File: config.mk
export PLATFORM = sky130hd
export DESIGN_NAME = bmpq_cell
export DESIGN_NICKNAME = d
export VERILOG_FILES = /design/src/bmpq_pkg.sv /design/src/bmpq_cell.sv
export SDC_FILE = /design/constraint.sdc
export NUM_CORES = 1
export LEC_CHECK = 0
export BUFFER_PORTS_ARGS = -buffer_cell sky130_fd_sc_hd__buf_2
export CAP_MARGIN = 20
export CORE_AREA = 2 2 153 155
export DETAILED_ROUTE_END_ITERATION = 7
export DIE_AREA = 0 0 155 157
export HOLD_SLACK_MARGIN = 0.06
export PLACE_DENSITY = 0.58
export SYNTH_ARGS = -nofsm -noshare
export SYNTH_HDL_FRONTEND = slang
export SYNTH_SLANG_ARGS = --single-unit
File: constraint.sdc
create_clock -name clk -period 16.19 [get_ports clk]
set_clock_uncertainty 0.15 [all_clocks]
set_input_delay 2.4285 -clock clk [delete_from_list [all_inputs] [get_ports clk]]
set_output_delay 2.4285 -clock clk [all_outputs]
set_load 0.1 [all_outputs]
File: src/bmpq_pkg.sv
// ----------------------------------------------------------------------------
// bmpq_pkg
// Shared types and constants for the bounded minimum priority queue.
// ----------------------------------------------------------------------------
package bmpq_pkg;

	localparam int CAPACITY = 128;
	localparam int CNT_W    = $clog2(CAPACITY + 1);
	localparam int KEY_W    = 32;
	localparam int PLD_W    = 64;
	localparam int HELD_W   = 8;

	localparam logic [PLD_W-1:0] EMPTY_PAYLOAD = 64'hFFF0_0000_0000_0000;

	typedef enum logic {
		CMD_INSERT  = 1'b0,
		CMD_EXTRACT = 1'b1
	} cmd_t;

	typedef enum logic [1:0] {
		ST_OK    = 2'd0,
		ST_FULL  = 2'd1,
		ST_EMPTY = 2'd2
	} status_t;

	typedef struct packed {
		logic signed [KEY_W-1:0] key;
		logic [PLD_W-1:0]        payload;
	} entry_t;

	typedef struct packed {
		logic insert;
		logic extract;
	} cell_ctrl_t;

endpackage

File: src/bmpq_cell.sv
// ----------------------------------------------------------------------------
// bmpq_cell
// One slot of the sorted chain: holds, takes the new entry, or shifts.
// ----------------------------------------------------------------------------
module bmpq_cell (
	input  logic                clk,
	input  bmpq_pkg::cell_ctrl_t ctrl,
	input  logic                occupied,
	input  bmpq_pkg::entry_t    new_entry,
	input  bmpq_pkg::entry_t    left_entry,
	input  logic                left_keeps,
	input  bmpq_pkg::entry_t    right_entry,
	output bmpq_pkg::entry_t    entry,
	output logic                keeps
);
	import bmpq_pkg::*;

	entry_t entry_q;

	// stays in place when it sorts at or before the new key
	assign keeps = occupied && (entry_q.key <= new_entry.key);
	assign entry = entry_q;

	always_ff @(posedge clk) begin
		if (ctrl.insert) begin
			if (!keeps) begin
				entry_q <= left_keeps ? new_entry : left_entry;
			end
		end else if (ctrl.extract) begin
			entry_q <= right_entry;
		end
	end

endmodule
-- Word level (Yosys, flattened, before mapping)
Index checks and enable logic that the tools add are counted.
- equal/unequal tests: 1
- magnitude comparators: 1
- reductions and logical operators: 3
- mux-type cells: 4
- operators by type and width (kind ; count):
    96-bit 2-to-1 mux ; 4
    32-bit <= comparator ; 1
    2-bit inequality test, second input constant ; 1
    2-bit AND reduction ; 1
    2-bit nonzero test ; 1
    1-bit logical AND ; 1
- output and inout bits: 97
- bits in registers: 96

-- Longest topological paths before layout
- depth in word-level cells: 4
- depth in mapped cells: 7
- gate-level depth less buffers: 7

-- Worst setup path after synthesis
Ideal clock, no wire load.
- path type: input to register
- start point: input new_entry[78] (netlist name)
- end point: register entry_q (netlist bit entry[0]), enable pin
- buffers on the path: 0
- data required time: 15.432 ns
- data arrival time: 8.705 ns
- path slack: 6.727 ns
- stages on the path: 7
- path through: inv_1 -> ha_1 -> nand4_1 -> nor4_2 -> a21boi_2 -> o31ai_2 -> a31oi_1
- cells in the longest elaborated chain, start to end: 4
- ends and longest elaborated chain (item ; RTL line ; text):
    from (decl) ; bmpq_cell.sv:9 ; input bmpq_pkg::entry_t new_entry,
    32-bit <= comparator ; bmpq_cell.sv:21 ; assign keeps = occupied && (entry_q.key <= new_entry.key);
    1-bit logical AND ; bmpq_cell.sv:21 ;
    2-bit inequality test (no source line) ; n/a ;
    2-bit AND reduction (no source line) ; n/a ;
    to (signal assigned) ; bmpq_cell.sv:27 ; entry_q <= left_keeps ? new_entry : left_entry;
    to (signal assigned) ; bmpq_cell.sv:30 ; entry_q <= right_entry;
    to (decl) ; bmpq_cell.sv:18 ; entry_t entry_q;
No other way between the ends.
A chain may end at the register's enable or synchronous reset.

-- Final worst setup path
- start point: input new_entry[69] (netlist name)
- end point: output keeps
- cells in the longest elaborated chain, start to end: 2
- ends and longest elaborated chain (item ; RTL line ; text):
    32-bit <= comparator ; bmpq_cell.sv:21 ;
    1-bit logical AND ; bmpq_cell.sv:21 ;
    to (decl) ; bmpq_cell.sv:14 ; output logic keeps
No other way between the ends.

==> qor.yml <==
status: "complete, no violations"
hold_slack_ns: 1.33
cts_num_sinks: 96
core_sq_um: 22500
cts.htree.levels: 3
synthFlopType: "edfxtp_1"
fin_tns_setup_ns: 0
hold_path.class: "flip-flop to flip-flop"
drive_gt1_frac: 0.454
cts_root_buf: "clkbuf_16"
vias_per_cell: 4.44
startpoint_type: "input pin"
grt_pass1_vias: 5246
wl_per_cell_um: 16.3
timing.reg2reg.setup_slack_ns: 13.14
clk_latency_ns: 0.34
antenna_left: 0
synth_top_cell_by_area: "edfxtp_1"
netlist_area_sq_um: 5720
final_area_sq_um: 8250
finalCritPeriodShare: 0.443
path_max_fanout: 2
ys_ff_latch: 96
power.share.clock: 0.256
drt_iter0_drc: 342
p_int_uw: 520
r2r-start: "entry[78]"
worst_slew_pin_slew_ns: 0.866
finalCriticalPeriod_ns: 7.18
postCtsSetupRepairBufs: 0
cp_slowest_cell: "o31ai_2"
synth_fp_nets: 859
grt_max_degree: 87
power_density_nw_per_um2: 109
timing.rr.end: "entry[32]"
dieArea_sq_um: 24300
synth-edff-count: 96
cts_buffer_depth: 2
whs_path_depth: 5
cts.repair.resized: 0
grt_use_total: 0.154
finalWirelength_um: 19500
p_switching_uw: 382
hold_viol_final: 0
num_vias: 5306
final_max_slew_viol_count: 0
holdBufCountCts: 0
placed_cell_area_sq_um: 7940
fp-row-count: 55
die_x_um: 155
yosysWarnings: 0
min-delay-start: "entry[95]"
hpwl_um: 15700
cts_tree: "built"
drc: 0
syn_inst: 534
clkTransAtPathRegs_ns: 0.06
synth_top_area_frac: 0.504
drv_cap: 0
hold_path_end: "entry[94]"
synth_area_per_cell_sq_um: 10.7
path_common_cell: "buf_2"
fill_cells: 2310
diodes: 0
relSlewSlack: 0.423
antenna_found_initial: 0
grt_pass1_wl_um: 28800
grt-ovfl-total: 0
endpoint_kind: "output pin"
crit_start: "new_entry[69]"
io_buffers: 389
finalNetCount: 1231
switching_share: 0.424
seq_power_share: 0.354
reg2regPathDepth: 7
p_leak_nw: 4.08
synth_most_common_cell: "a21oi_1"
crit_path_max_incr_delay_ns: 0.43
ios: 390
synth_common_cells: "a21oi_1 (107), nor2_1 (97), edfxtp_1 (96), mux2i_1 (96), inv_1 (33)"
ys_async_sr_fraction: 0
ys_seq_area_frac: 0.504
criticalPathCategory: "input pin to output pin"
area_delta_synth_final_pct: 44.2
fmax_mhz: 139
finalSetupViolations: 0
cts_buffers: 9
largest_reg_flops: 96
rsz0062_at_grt: "no"
start_util: 0.254
worstPathRequired_ns: 13.61
max-vdd-ir-drop_mv: 0.0470
dr.pass1.iters: 4
synth_cell_types: 34
place_congestion: 0.781
path_cells: "buf_2 > inv_1 > ha_1 > a21oi_1 > o21ai_0 > a221o_1 > o31ai_2 > a31o_1 > buf_2"
arrival_ns: 4.60
die_h_um: 157
combPwrFrac: 0.390
ys_top_cells_by_area: "edfxtp_1 (50%), mux2i_1 (17%), a21oi_1 (9.4%)"
final cells by class:
type                            instances  area [sq um]  area share
Clock buffer                            9           225      0.0273
Clock inverter                          6          83.8      0.0102
Inverter                               33           124      0.0150
Multi-Input combinational cell        372          2580       0.313
Sequential cell                        96          2880       0.350
Tap cell                              285           357      0.0432
Timing Repair Buffer                  394          2000       0.242
through the flow:
step	cells	setup slack [ns]	utilization	total power [mW]
6_report	1195	9.01	0.366	0.902
5_1_grt	1195	8.90	0.366	0.943
4_1_cts	1195	8.98	0.366	0.915
3_5_place_dp	1180	9.00	0.353	0.679
3_3_place_gp	1180	9.05	0.353	0.677
2_1_floorplan	534	6.73	-	0.597
logic make-up after synthesis:
kind of cell	Yosys count	share of synthesized area
DFF	96	0.504
and+or+nand+nor	121	0.0932
adders and majority gates	32	0.0700
buffers and inverters	66	0.0481
muxes	96	0.168
AOI/OAI and AO/OA	123	0.117
metal layers:
metal	share of wire	vias up	global-route usage
li1	-	2693	-
met1	0.41	2339	0.185
met2	0.51	258	0.276
met3	0.072	16	0.0388
met4	0.011	0	0.0392
met5	0	-	0
power groups by stage:
stage | Clock (mW) | Sequential [mW] | Combinational, mW
after floorplan | 0 | 0.524 | 0.0729
after global placement | 0 | 0.323 | 0.353
after detailed placement | 0 | 0.325 | 0.354
after CTS | 0.241 | 0.320 | 0.354
after global routing | 0.249 | 0.323 | 0.371
final | 0.231 | 0.320 | 0.352
worst max path at each step:
stage                           to  slack, ns  cells past startpoint
final                        keeps       9.01                      9
after global routing         keeps       8.90                      9
after CTS                    keeps       8.98                      9
after detailed placement     keeps       9.00                      9
after global placement       keeps       9.05                      9
after floorplan           entry[0]       6.73                      7
critical path, delay by kind of cell:
kind                     cells  cell delay, ns
buffers and inverters        3            0.56
adder cells (fa/ha/maj)      1            0.30
AO/OA/AOI/OAI                5            1.31
cells in the final DEF (no fill, tap or decap), types with 2 or more instances in the layout:
| cell type | instances |
|---|---|
| ha_1 | 32 |
| buf_6 | 2 |
| nand3_1 | 5 |
| edfxtp_1 | 96 |
| clkinv_1 | 2 |
| bufinv_16 | 2 |
| nand4_1 | 5 |
| clkbuf_16 | 9 |
| nand2_1 | 4 |
| nor2_1 | 97 |
| inv_1 | 33 |
| buf_4 | 5 |
| nor4_1 | 2 |
| a21oi_1 | 107 |
| buf_2 | 387 |
| mux2i_1 | 96 |
| a21o_1 | 5 |
Note: power is estimated with default switching activity, not from simulation.
